## config.mk

```make
export PLATFORM = sky130hd
export DESIGN_NAME = percpu_runqueue_work_stealing
export DESIGN_NICKNAME = d
export VERILOG_FILES = /design/src/hw/rtl/prqws_pkg.sv /design/src/hw/rtl/percpu_runqueue_work_stealing.sv
export SDC_FILE = /design/constraint.sdc
export NUM_CORES = 1
export LEC_CHECK = 0
export BUFFER_PORTS_ARGS = -buffer_cell sky130_fd_sc_hd__buf_2
export CORE_ASPECT_RATIO = 0.8
export CORE_UTILIZATION = 60
export DETAILED_ROUTE_END_ITERATION = 10
export PLACE_DENSITY = 0.82
export SYNTH_ARGS = -nofsm -noshare
export SYNTH_HDL_FRONTEND = slang
export SYNTH_SLANG_ARGS = --single-unit
```

## constraint.sdc

```tcl
create_clock -name clk_i -period 6.75 [get_ports clk_i]
set_input_delay 0.3375 -clock clk_i [delete_from_list [all_inputs] [get_ports clk_i]]
set_output_delay 0.3375 -clock clk_i [all_outputs]
set_load 0.05 [all_outputs]
```

## src/hw/rtl/prqws_pkg.sv

```systemverilog
// ----------------------------------------------------------------------------
// Per-CPU run queue package
// Shared defaults, field widths and codes of the per-CPU run queue block.
// ----------------------------------------------------------------------------
package prqws_pkg;

  localparam int NumCpusDef    = 4;
  localparam int QueueDepthDef = 16;
  localparam int TaskIdBitsDef = 8;

  localparam int ActiveW  = 3;
  localparam int CpuFieldW = 2;

  localparam logic [ActiveW-1:0] ActiveReset = 3'd4;

  localparam logic ModeAdd   = 1'b0;
  localparam logic ModeSched = 1'b1;

endpackage

```

## src/hw/rtl/percpu_runqueue_work_stealing.sv

```systemverilog
// ----------------------------------------------------------------------------
// Per-CPU run queues with work stealing
// One FIFO of task ids per CPU in a shared queue memory; add and schedule
// items, with stealing from the most loaded active queue.
// ----------------------------------------------------------------------------
// An item is taken when start is high and busy is low. Its result appears on
// the result ports with done_o high for a single cycle, and the receiver cannot
// stall it. Unless no CPU is active, an item first walks the per-queue entry
// counts, one active queue per cycle, and then decides in ST_DEC; an add, a keep
// of the current task or a fall back to idle ends there, while a pop of the own
// queue or a steal goes on to ST_RESP, which takes the registered read of the
// queue memory. busy is low in the cycle of the strobe, so the next item can be
// taken there.
module percpu_runqueue_work_stealing #(
  parameter int CPU_COUNT    = prqws_pkg::NumCpusDef,
  parameter int QUEUE_DEPTH  = prqws_pkg::QueueDepthDef,
  parameter int TASK_ID_BITS = prqws_pkg::TaskIdBitsDef
) (
  input  logic                              clk_i,
  input  logic                              rst_ni,
  input  logic                              start,
  output logic                              busy,
  input  logic                              mode_i,
  input  logic [prqws_pkg::CpuFieldW-1:0]   cpu_i,
  input  logic [TASK_ID_BITS-1:0]           task_id_i,
  input  logic                              current_running_i,
  input  logic                              current_is_idle_i,
  input  logic                              cfg_valid_i,
  output logic                              cfg_ready_o,
  input  logic [prqws_pkg::ActiveW-1:0]     cfg_data_i,
  output logic                              done_o,
  output logic [TASK_ID_BITS-1:0]           next_task_o,
  output logic                              next_is_idle_o,
  output logic                              do_switch_o,
  output logic                              stolen_o,
  output logic [prqws_pkg::CpuFieldW-1:0]   source_cpu_o,
  output logic                              overflow_o
);

  localparam int CpuW     = (CPU_COUNT > 1) ? $clog2(CPU_COUNT) : 1;
  localparam int PtrW     = $clog2(QUEUE_DEPTH);
  localparam int CntW     = $clog2(QUEUE_DEPTH + 1);
  localparam int AddrW    = CpuW + PtrW;
  localparam int MemDepth = 1 << AddrW;
  localparam int AW       = prqws_pkg::ActiveW;

  typedef enum logic [1:0] {
    ST_IDLE,
    ST_SCAN,
    ST_DEC,
    ST_RESP
  } state_e;

  state_e                  state_q;
  logic [AW-1:0]           active_q;
  logic [AW-1:0]           n_q;
  logic [AW-1:0]           n_c;
  logic [CpuW-1:0]         idx_q;
  logic                    mode_q;
  logic [prqws_pkg::CpuFieldW-1:0] cpu_q;
  logic [TASK_ID_BITS-1:0] tid_q;
  logic                    run_q;
  logic                    cidle_q;
  logic [CntW-1:0]         own_cnt_q;
  logic [CpuW-1:0]         best_q;
  logic [CntW-1:0]         best_cnt_q;
  logic                    found_q;
  logic [CpuW-1:0]         tgt_q;
  logic                    pop_own_q;

  logic [PtrW-1:0]         head_q [CPU_COUNT];
  logic [PtrW-1:0]         tail_q [CPU_COUNT];
  logic [CntW-1:0]         cnt_q  [CPU_COUNT];

  logic [TASK_ID_BITS-1:0] mem [MemDepth];
  logic [TASK_ID_BITS-1:0] rd_data_q;

  logic                    own_ok;
  logic                    own_has;
  logic                    keep_cur;
  logic                    can_push;
  logic [CpuW-1:0]         tgt_c;
  logic [CpuW-1:0]         ptr_idx;
  logic [PtrW-1:0]         hd;
  logic [PtrW-1:0]         tl;
  logic [CntW-1:0]         scan_cnt;
  logic                    upd_we;
  logic [PtrW-1:0]         head_nx;
  logic [PtrW-1:0]         tail_nx;
  logic [CntW-1:0]         cnt_nx;
  logic                    mem_we;
  logic [AddrW-1:0]        mem_waddr;
  logic [AddrW-1:0]        rd_addr;

  logic                    done_q;
  logic [TASK_ID_BITS-1:0] next_task_q;
  logic                    next_is_idle_q;
  logic                    do_switch_q;
  logic                    stolen_q;
  logic [prqws_pkg::CpuFieldW-1:0] source_cpu_q;
  logic                    overflow_q;

  function automatic logic [PtrW-1:0] ptr_inc(input logic [PtrW-1:0] p);
    logic [PtrW-1:0] r;
    if (p == PtrW'(QUEUE_DEPTH - 1)) begin
      r = '0;
    end else begin
      r = p + PtrW'(1);
    end
    return r;
  endfunction

  assign busy        = (state_q != ST_IDLE);
  assign cfg_ready_o = 1'b1;

  assign done_o         = done_q;
  assign next_task_o    = next_task_q;
  assign next_is_idle_o = next_is_idle_q;
  assign do_switch_o    = do_switch_q;
  assign stolen_o       = stolen_q;
  assign source_cpu_o   = source_cpu_q;
  assign overflow_o     = overflow_q;

  always_ff @(posedge clk_i or negedge rst_ni) begin
    if (!rst_ni) begin
      active_q <= prqws_pkg::ActiveReset;
    end else if (cfg_valid_i && cfg_ready_o) begin
      active_q <= cfg_data_i;
    end
  end

  always_comb begin
    if (32'(active_q) < CPU_COUNT) begin
      n_c = active_q;
    end else begin
      n_c = AW'(CPU_COUNT);
    end
  end

  assign own_ok   = AW'(cpu_q) < n_q;
  assign own_has  = own_ok && (own_cnt_q != '0);
  assign keep_cur = run_q && !cidle_q;
  assign can_push = own_ok && (own_cnt_q < CntW'(QUEUE_DEPTH));
  assign scan_cnt = cnt_q[idx_q];

  always_comb begin
    if ((mode_q == prqws_pkg::ModeAdd) || own_has) begin
      tgt_c = CpuW'(cpu_q);
    end else begin
      tgt_c = best_q;
    end
    ptr_idx = (state_q == ST_RESP) ? tgt_q : tgt_c;
    hd      = head_q[ptr_idx];
    tl      = tail_q[ptr_idx];
    rd_addr = {tgt_c, hd};

    upd_we    = 1'b0;
    head_nx   = hd;
    tail_nx   = tl;
    cnt_nx    = own_cnt_q;
    mem_we    = 1'b0;
    mem_waddr = {ptr_idx, tl};

    if ((state_q == ST_DEC) && (mode_q == prqws_pkg::ModeAdd) && can_push) begin
      upd_we  = 1'b1;
      mem_we  = 1'b1;
      tail_nx = ptr_inc(tl);
      cnt_nx  = own_cnt_q + CntW'(1);
    end else if (state_q == ST_RESP) begin
      upd_we  = 1'b1;
      head_nx = ptr_inc(hd);
      if (pop_own_q) begin
        if (keep_cur) begin
          mem_we  = 1'b1;
          tail_nx = ptr_inc(tl);
        end else begin
          cnt_nx = own_cnt_q - CntW'(1);
        end
      end else begin
        cnt_nx = best_cnt_q - CntW'(1);
      end
    end
  end

  always_ff @(posedge clk_i) begin
    if (mem_we) begin
      mem[mem_waddr] <= tid_q;
    end
    rd_data_q <= mem[rd_addr];
  end

  always_ff @(posedge clk_i or negedge rst_ni) begin
    if (!rst_ni) begin
      for (int i = 0; i < CPU_COUNT; i++) begin
        head_q[i] <= '0;
        tail_q[i] <= '0;
        cnt_q[i]  <= '0;
      end
    end else if (upd_we) begin
      head_q[ptr_idx] <= head_nx;
      tail_q[ptr_idx] <= tail_nx;
      cnt_q[ptr_idx]  <= cnt_nx;
    end
  end

  always_ff @(posedge clk_i or negedge rst_ni) begin
    if (!rst_ni) begin
      state_q        <= ST_IDLE;
      n_q            <= '0;
      idx_q          <= '0;
      mode_q         <= prqws_pkg::ModeAdd;
      cpu_q          <= '0;
      tid_q          <= '0;
      run_q          <= 1'b0;
      cidle_q        <= 1'b0;
      own_cnt_q      <= '0;
      best_q         <= '0;
      best_cnt_q     <= '0;
      found_q        <= 1'b0;
      tgt_q          <= '0;
      pop_own_q      <= 1'b0;
      done_q         <= 1'b0;
      next_task_q    <= '0;
      next_is_idle_q <= 1'b0;
      do_switch_q    <= 1'b0;
      stolen_q       <= 1'b0;
      source_cpu_q   <= '0;
      overflow_q     <= 1'b0;
    end else begin
      done_q <= 1'b0;
      case (state_q)
        ST_IDLE: begin
          if (start) begin
            mode_q     <= mode_i;
            cpu_q      <= cpu_i;
            tid_q      <= task_id_i;
            run_q      <= current_running_i;
            cidle_q    <= current_is_idle_i;
            n_q        <= n_c;
            idx_q      <= '0;
            own_cnt_q  <= '0;
            best_q     <= '0;
            best_cnt_q <= '0;
            found_q    <= 1'b0;
            state_q    <= (n_c == '0) ? ST_DEC : ST_SCAN;
          end
        end
        ST_SCAN: begin
          if (5'(idx_q) == 5'(cpu_q)) begin
            own_cnt_q <= scan_cnt;
          end
          if (scan_cnt > best_cnt_q) begin
            best_cnt_q <= scan_cnt;
            best_q     <= idx_q;
            found_q    <= 1'b1;
          end
          if (32'(idx_q) == 32'(n_q) - 1) begin
            state_q <= ST_DEC;
          end else begin
            idx_q <= idx_q + CpuW'(1);
          end
        end
        ST_DEC: begin
          tgt_q          <= tgt_c;
          next_task_q    <= '0;
          next_is_idle_q <= 1'b0;
          do_switch_q    <= 1'b0;
          stolen_q       <= 1'b0;
          source_cpu_q   <= '0;
          overflow_q     <= 1'b0;
          if (mode_q == prqws_pkg::ModeAdd) begin
            overflow_q <= !can_push;
            done_q     <= 1'b1;
            state_q    <= ST_IDLE;
          end else if (own_has) begin
            pop_own_q <= 1'b1;
            state_q   <= ST_RESP;
          end else if (keep_cur) begin
            next_task_q <= tid_q;
            done_q      <= 1'b1;
            state_q     <= ST_IDLE;
          end else if (found_q) begin
            pop_own_q <= 1'b0;
            state_q   <= ST_RESP;
          end else begin
            next_is_idle_q <= 1'b1;
            do_switch_q    <= !cidle_q;
            done_q         <= 1'b1;
            state_q        <= ST_IDLE;
          end
        end
        ST_RESP: begin
          next_task_q    <= rd_data_q;
          next_is_idle_q <= 1'b0;
          do_switch_q    <= cidle_q || (rd_data_q != tid_q);
          if (!pop_own_q && (5'(best_q) != 5'(cpu_q))) begin
            stolen_q     <= 1'b1;
            source_cpu_q <= prqws_pkg::CpuFieldW'(best_q);
          end else begin
            stolen_q     <= 1'b0;
            source_cpu_q <= '0;
          end
          overflow_q <= 1'b0;
          done_q     <= 1'b1;
          state_q    <= ST_IDLE;
        end
        default: begin
          state_q <= ST_IDLE;
        end
      endcase
    end
  end

endmodule
```

==> impl_metrics.env, run 1 <==
export IMPL_crit_arrival_ns=6.25
export IMPL_synth_common_cells="edfxtp_1, nand2_1, nand3_1"
export IMPL_die_h_microns=190
export IMPL_floorplan_initialDensity_pct=61.0
export IMPL_postSynthCellCount=1971
export IMPL_tns_ns=0
export IMPL_post_cts_resized=0
export IMPL_ios=37
export IMPL_crit_fanout=20
export IMPL_wl_per_cell_microns=26.7
export IMPL_clk_path_buf_depth=3
export IMPL_nets=2021
export IMPL_hold_viol=0
export IMPL_coreArea_sq_um=43300
export IMPL_routed_via_density=6.83
export IMPL_syn_area_per_cell_sq_um=13.4
export IMPL_fin_crit_sh_pct=85.8
export IMPL_place_congestion=0.940
export IMPL_antenna_found_initial=1
export IMPL_detail_route_antenna_nets=0
export IMPL_synth_seq_area_share_pct=68.9
export IMPL_firstDrtPassIters=8
export IMPL_clk_latency_ns=0.65
export IMPL_ys_top_cells_by_area="edfxtp_1, dfrtp_1, nand2_1"
export IMPL_die_w_microns=237
export IMPL_layout_drive_gt1_share_pct=14.0
export IMPL_synth_async_reset_ratio_pct=16.9
export IMPL_vias=17700
export IMPL_cp_end_kind="flip-flop"
export IMPL_dr_first_iter_drc_count=2627
export IMPL_timing_slew_headroom_pct=13.4
export IMPL_cts_buffers=57
export IMPL_wirelength_microns=69200
export IMPL_synth_seq_cells=626
export IMPL_port_buffers=35
export IMPL_grt_pass1_vias=17000
export IMPL_setup_violations=0
export IMPL_cp_start_kind="flip-flop"
export IMPL_yosysWarnings=0
export IMPL_worstSetupPathType="reg -> reg"
export IMPL_grt_max_degree=90
export IMPL_cts_root_buf="clkbuf_16"
export IMPL_drc=0
export IMPL_area_delta_synth_final_pct=10.3
export IMPL_synth_main_ff_cell="edfxtp_1"
export IMPL_synth_edff_count=512
export IMPL_grt_pass1_wl_microns=103000
export IMPL_diodes=0
export IMPL_maxCapViolCount=0
export IMPL_hold_class="in -> reg"
export IMPL_syn_area_sq_um=26400
export IMPL_grt_usage_pct=30.9
export IMPL_synth_top_area_share_pct=58.2
export IMPL_status="finished, final reports clean"
export IMPL_fp_dieArea_sq_um=44900
export IMPL_synth_distinct_cells=89
export IMPL_cp_required_ns=7.20
export IMPL_cts_tree="yes"
export IMPL_drv_slew=0
export IMPL_clock_skew_ns=0.0347
export IMPL_hpwl_microns=41500
export IMPL_synth_net_count=2003
export IMPL_clkTransAtPathRegs_ns=0.06
export IMPL_max_freq_mhz=173
export IMPL_rsz0062_at_grt="false"
export IMPL_netlist_top_cell_by_area="edfxtp_1"
export IMPL_row_count=68
export IMPL_clkSinkCount=626
export IMPL_grt_ovfl_total=0
export IMPL_final_min_clock_period_ns=5.79
export IMPL_yosysMostFrequentCell="edfxtp_1"
export IMPL_worstMarginPinSlew_ns=1.30
export IMPL_cts_max_level=2
## state kept, by name, summed over array words and instances, names as in the netlist, 2 cells and up
| name | flops |
|---|---|
| own_cnt_q | 5 |
| active_q | 3 |
| head_q | 16 |
| tid_q | 8 |
| cnt_q | 20 |
| best_cnt_q | 5 |
| cpu_q | 2 |
| tgt_q | 2 |
| tail_q | 16 |
| idx_q | 2 |
| mem | 512 |
| source_cpu_o | 2 |
| best_q | 2 |
| rd_data_q | 8 |
| next_task_o | 8 |
| n_q | 3 |
| state_q | 2 |
## layer usage
layer / track usage [%] / vias to the layer above / routed length [microns]
met3: 7.79 / 202 / 9070
met1: 42.8 / 8684 / 25500
met2: 47.4 / 1316 / 31900
met5: 0 / - / 13
li1: - / 7526 / -
met4: 12.6 / 2 / 2710
## final timing paths
path | startpoint | endpoint | slack [ns] | depth (start not counted)
hold / removal | start | state_q[1] | 0.09 | 3
setup / recovery | state_q[0] | rd_data_q[1] | 0.96 | 10
max in group asynchronous | rst_ni | tid_q[1] | 5.25 | 3
setup reg to reg | state_q[0] | rd_data_q[1] | 0.96 | 10
min in group asynchronous | rst_ni | stolen_o | 0.33 | 2
hold reg to reg | stolen_o | stolen_o | 0.48 | 1
## through the flow
stage                     util, %  hold slack (ns)  setup slack [ns]  cell area [sq um]  std cells
after floorplan                 -           0.0419              2.83              26400       1971
after global placement       62.4            0.403              1.29              27000       2470
after detailed placement     62.4            0.431              1.17              27000       2470
after CTS                    67.3           0.0564              1.02              29100       2597
after global routing         67.3           0.0846             0.830              29100       2597
final                        67.3           0.0887             0.957              29100       2597
## area by class of cell
type	count	area, sq um
inverter	20	80.1
tap	560	701
clock buffer	72	1530
sequential	626	18200
timing repair buffer	91	648
fill	2774	14200
clock inverter	35	398
multi-input combinational	1193	7580
## critical path, stage by stage (launching register included)
cell,delay [ns]
dfrtp_1,0.68
and2_1,0.64
or3_4,0.27
o32ai_2,0.12
nor3_2,0.76
a21boi_1,0.35
a21oi_4,0.72
or2_1,0.63
a21oi_1,0.10
a2111oi_0,1.06
a221oi_1,0.25
## kinds of logic after synthesis
| logic type | count (synthesis) | synth area share (%) |
|---|---|---|
| compound gates | 355 | 8.94 |
| xor+xnor | 25 | 0.829 |
| fa+ha+maj | 12 | 0.568 |
| buf+inv | 152 | 2.65 |
| flops | 626 | 68.9 |
| mux | 99 | 5.72 |
| other cells | 1 | 0.0142 |
| simple gates | 701 | 12.4 |
## cells in the final DEF (no fill, tap or decap), types with 10 or more instances in the layout
master         instances
a2111oi_0             19
a211oi_1              23
a21oi_1               63
a31oi_1               38
and3_1                21
buf_2                 34
buf_4                 37
clkbuf_1              10
clkbuf_16             57
clkinv_1              11
clkinv_2              10
dfrtp_1               97
dlygate4sd3_1         20
edfxtp_1             512
ha_1                  12
inv_1                 18
mux2_2                37
mux2i_1               20
mux4_2                37
nand2_1              287
nand3_1              189
nand4_1               34
nor2_1               101
o21ai_0              116
xnor2_1               17
## timing repair
item,CTS,global route
endpoints found under the hold margin,69,0
setup buffers,0,0
hold buffers,20,0
Power of run 1 is left out: the tool's default activity adds up to more than one toggle a clock period on the data nets, which glitch-free logic cannot reach.
==> run 2: changes to the inputs <==
--- a/config.mk
+++ b/config.mk
@@ -7,9 +7,10 @@
 export LEC_CHECK = 0
 export BUFFER_PORTS_ARGS = -buffer_cell sky130_fd_sc_hd__buf_2
 export CORE_ASPECT_RATIO = 0.8
-export CORE_UTILIZATION = 60
+export CORE_UTILIZATION = 41
 export DETAILED_ROUTE_END_ITERATION = 10
-export PLACE_DENSITY = 0.82
+export GPL_ROUTABILITY_DRIVEN = 0
+export PLACE_DENSITY = 0.62
 export SYNTH_ARGS = -nofsm -noshare
 export SYNTH_HDL_FRONTEND = slang
 export SYNTH_SLANG_ARGS = --single-unit
==> run 2 against run 1 <==
  * Cell area grew 1.2%
  * Highest routed layer is now met4
  * Global-route usage shrank 9.5 points
  * Via count shrank 4.3%
  * Sequential share of layout area shrank 0.76 points
  * Critical path depth is the same
  * Clock skew grew 0.0096 ns
  * Critical endpoint is now rd_data_q[3]
  * Register-to-register slack gained 0.04 ns
  * Flip-flop and latch count is the same
==> impl_metrics.env, run 2 (same netlist as run 1, synthesis figures left out) <==
export IMPL_coreArea_sq_um=63200
export IMPL_clkTransAtPathRegs_ns=0.06
export IMPL_floorplan_initialDensity_pct=41.8
export IMPL_cts_buffers=59
export IMPL_die_h_microns=229
export IMPL_rr_endpoint="rd_data_q[3]"
export IMPL_cp_cell_sequence="and2_1, or3_4, o32ai_2, nor3_2, a21boi_1, a21oi_4, or2_1, a21oi_1, a2111oi_0, a221oi_1"
export IMPL_grt_usage_pct=21.4
export IMPL_hpwl_microns=42400
export IMPL_wl_met2_microns=31700
export IMPL_dr_first_iter_drc_count=2047
export IMPL_area_delta_synth_final_pct=11.7
export IMPL_n_fill_cell=5517
export IMPL_antenna_found_initial=0
export IMPL_timing_rr_start="state_q[0]"
export IMPL_grt_pass1_vias=16400
export IMPL_drc=0
export IMPL_critPathMaxStageDelay_ns=0.99
export IMPL_row_count=82
export IMPL_clkSinkCount=626
export IMPL_hold_viol=0
export IMPL_hold_class="in -> reg"
export IMPL_hold_start="start"
export IMPL_cts_max_level=2
export IMPL_grt_ovfl_total=0
export IMPL_cts_setup_buffers=0
export IMPL_cp_required_ns=7.23
export IMPL_setup_violations=0
export IMPL_grt_pass1_wl_microns=106000
export IMPL_slowest_stage="a21oi_4"
export IMPL_worstSetupPathType="reg -> reg"
export IMPL_seq_area_sq_um=18200
export IMPL_max_freq_mhz=174
export IMPL_layout_drive_gt1_share_pct=14.0
export IMPL_wl_met1_microns=31800
export IMPL_ios=37
export IMPL_post_cts_resized=0
export IMPL_multi_input_area_sq_um=7590
export IMPL_fin_crit_sh_pct=85.2
export IMPL_maxCapViolCount=0
export IMPL_path_delay_family="compound AO/OA/AOI/OAI gates"
export IMPL_nets=2022
export IMPL_critical_path_buf_inv_count=0
export IMPL_mostFrequentLayoutCell="edfxtp_1"
export IMPL_largest_reg_flops=512
export IMPL_grt_max_degree=90
export IMPL_timing_slew_headroom_pct=7.49
export IMPL_min_to="state_q[1]"
export IMPL_hold_path_depth=3
export IMPL_cp_start_kind="flip-flop"
export IMPL_dr_wl_met3_microns=5460
export IMPL_clk_path_buf_depth=3
export IMPL_status="finished, final reports clean"
export IMPL_tns_ns=0
export IMPL_vias=17000
export IMPL_crit_fanout=29
export IMPL_drv_slew=0
export IMPL_detail_route_antenna_nets=0
export IMPL_die_w_microns=286
export IMPL_clock_skew_ns=0.0443
export IMPL_final_cell_mix="edfxtp_1, nand2_1, nand3_1, o21ai_0, nor2_1"
export IMPL_top_regs="mem (512), cnt_q (20)"
export IMPL_wl_per_cell_microns=24.4
export IMPL_clk_latency_ns=0.65
export IMPL_cts_tree="yes"
export IMPL_final_min_clock_period_ns=5.75
export IMPL_r2r_slack_ns=1.0
export IMPL_crit_arrival_ns=6.24
export IMPL_diodes=0
export IMPL_reg2regPathDepth=10
export IMPL_largest_register="mem"
export IMPL_cts_root_buf="clkbuf_16"
export IMPL_rsz0062_at_grt="false"
export IMPL_worstMarginPinSlew_ns=1.39
export IMPL_cp_end_kind="flip-flop"
export IMPL_routed_top_layer="met4"
export IMPL_firstDrtPassIters=5
export IMPL_wirelength_microns=70200
export IMPL_fp_dieArea_sq_um=65400
export IMPL_routed_via_density=5.90
export IMPL_port_buffers=35
## run 2: changes by cell type in the layout (fill, tap and decap cells not counted), sizes merged
| cell | delta |
|---|---|
| buf | -1 |
| bufinv | -1 |
| clkbuf | +1 |
| clkinv | +5 |
| clkinvlp | -2 |
| inv | -1 |
## run 2: stage by stage
stage | instance area (sq um) | hold WS, ns | instances | setup WS [ns] | util, %
final | 29500 | 0.0385 | 2878 | 0.997 | 46.7
after global placement | 27400 | 0.264 | 2749 | 1.34 | 43.3
after CTS | 29500 | 0.00803 | 2878 | 1.14 | 46.7
after detailed placement | 27400 | 0.271 | 2749 | 1.14 | 43.3
after global routing | 29500 | 0.0486 | 2878 | 0.809 | 46.7
after floorplan | 26400 | 0.0419 | 1971 | 2.83 | -
## run 2: worst max-delay path by stage
stage | from | to | slack [ns] | cells after the start
detailed placement | state_q[0] | rd_data_q[3] | 1.14 | 10
global placement | state_q[0] | rd_data_q[3] | 1.34 | 10
finish | state_q[0] | rd_data_q[3] | 1.0 | 10
global route | state_q[0] | rd_data_q[3] | 0.81 | 10
floorplan | own_cnt_q[0] | mem[55][0] | 2.83 | 12
CTS | state_q[0] | rd_data_q[3] | 1.14 | 10
## run 2: layout make-up
cell class	count	share of cell area, %
tap	840	3.56
clock buffer	73	5.37
inverter	20	0.271
clock inverter	36	1.21
multi-input combinational	1193	25.7
timing repair buffer	90	2.17
sequential	626	61.7
## run 2: worst reg2reg max path: stages (launching register included)
cell,delay [ns]
dfrtp_1,0.70
and2_1,0.64
or3_4,0.28
o32ai_2,0.13
nor3_2,0.81
a21boi_1,0.35
a21oi_4,0.99
or2_1,0.60
a21oi_1,0.09
a2111oi_0,0.84
a221oi_1,0.18
## run 2: metal layers
layer | vias to the layer above | global-route usage (%)
met5 | - | 0
met3 | 88 | 3.70
met2 | 714 | 32.1
li1 | 7521 | -
met1 | 8647 | 32.6
met4 | 0 | 4.63
## run 2: what timing repair did
action,CTS,global route
endpoints found under the hold margin,42,0
hold buffers,20,0
endpoints found under the setup margin,0,0
Power of run 2 is left out for the same reason.
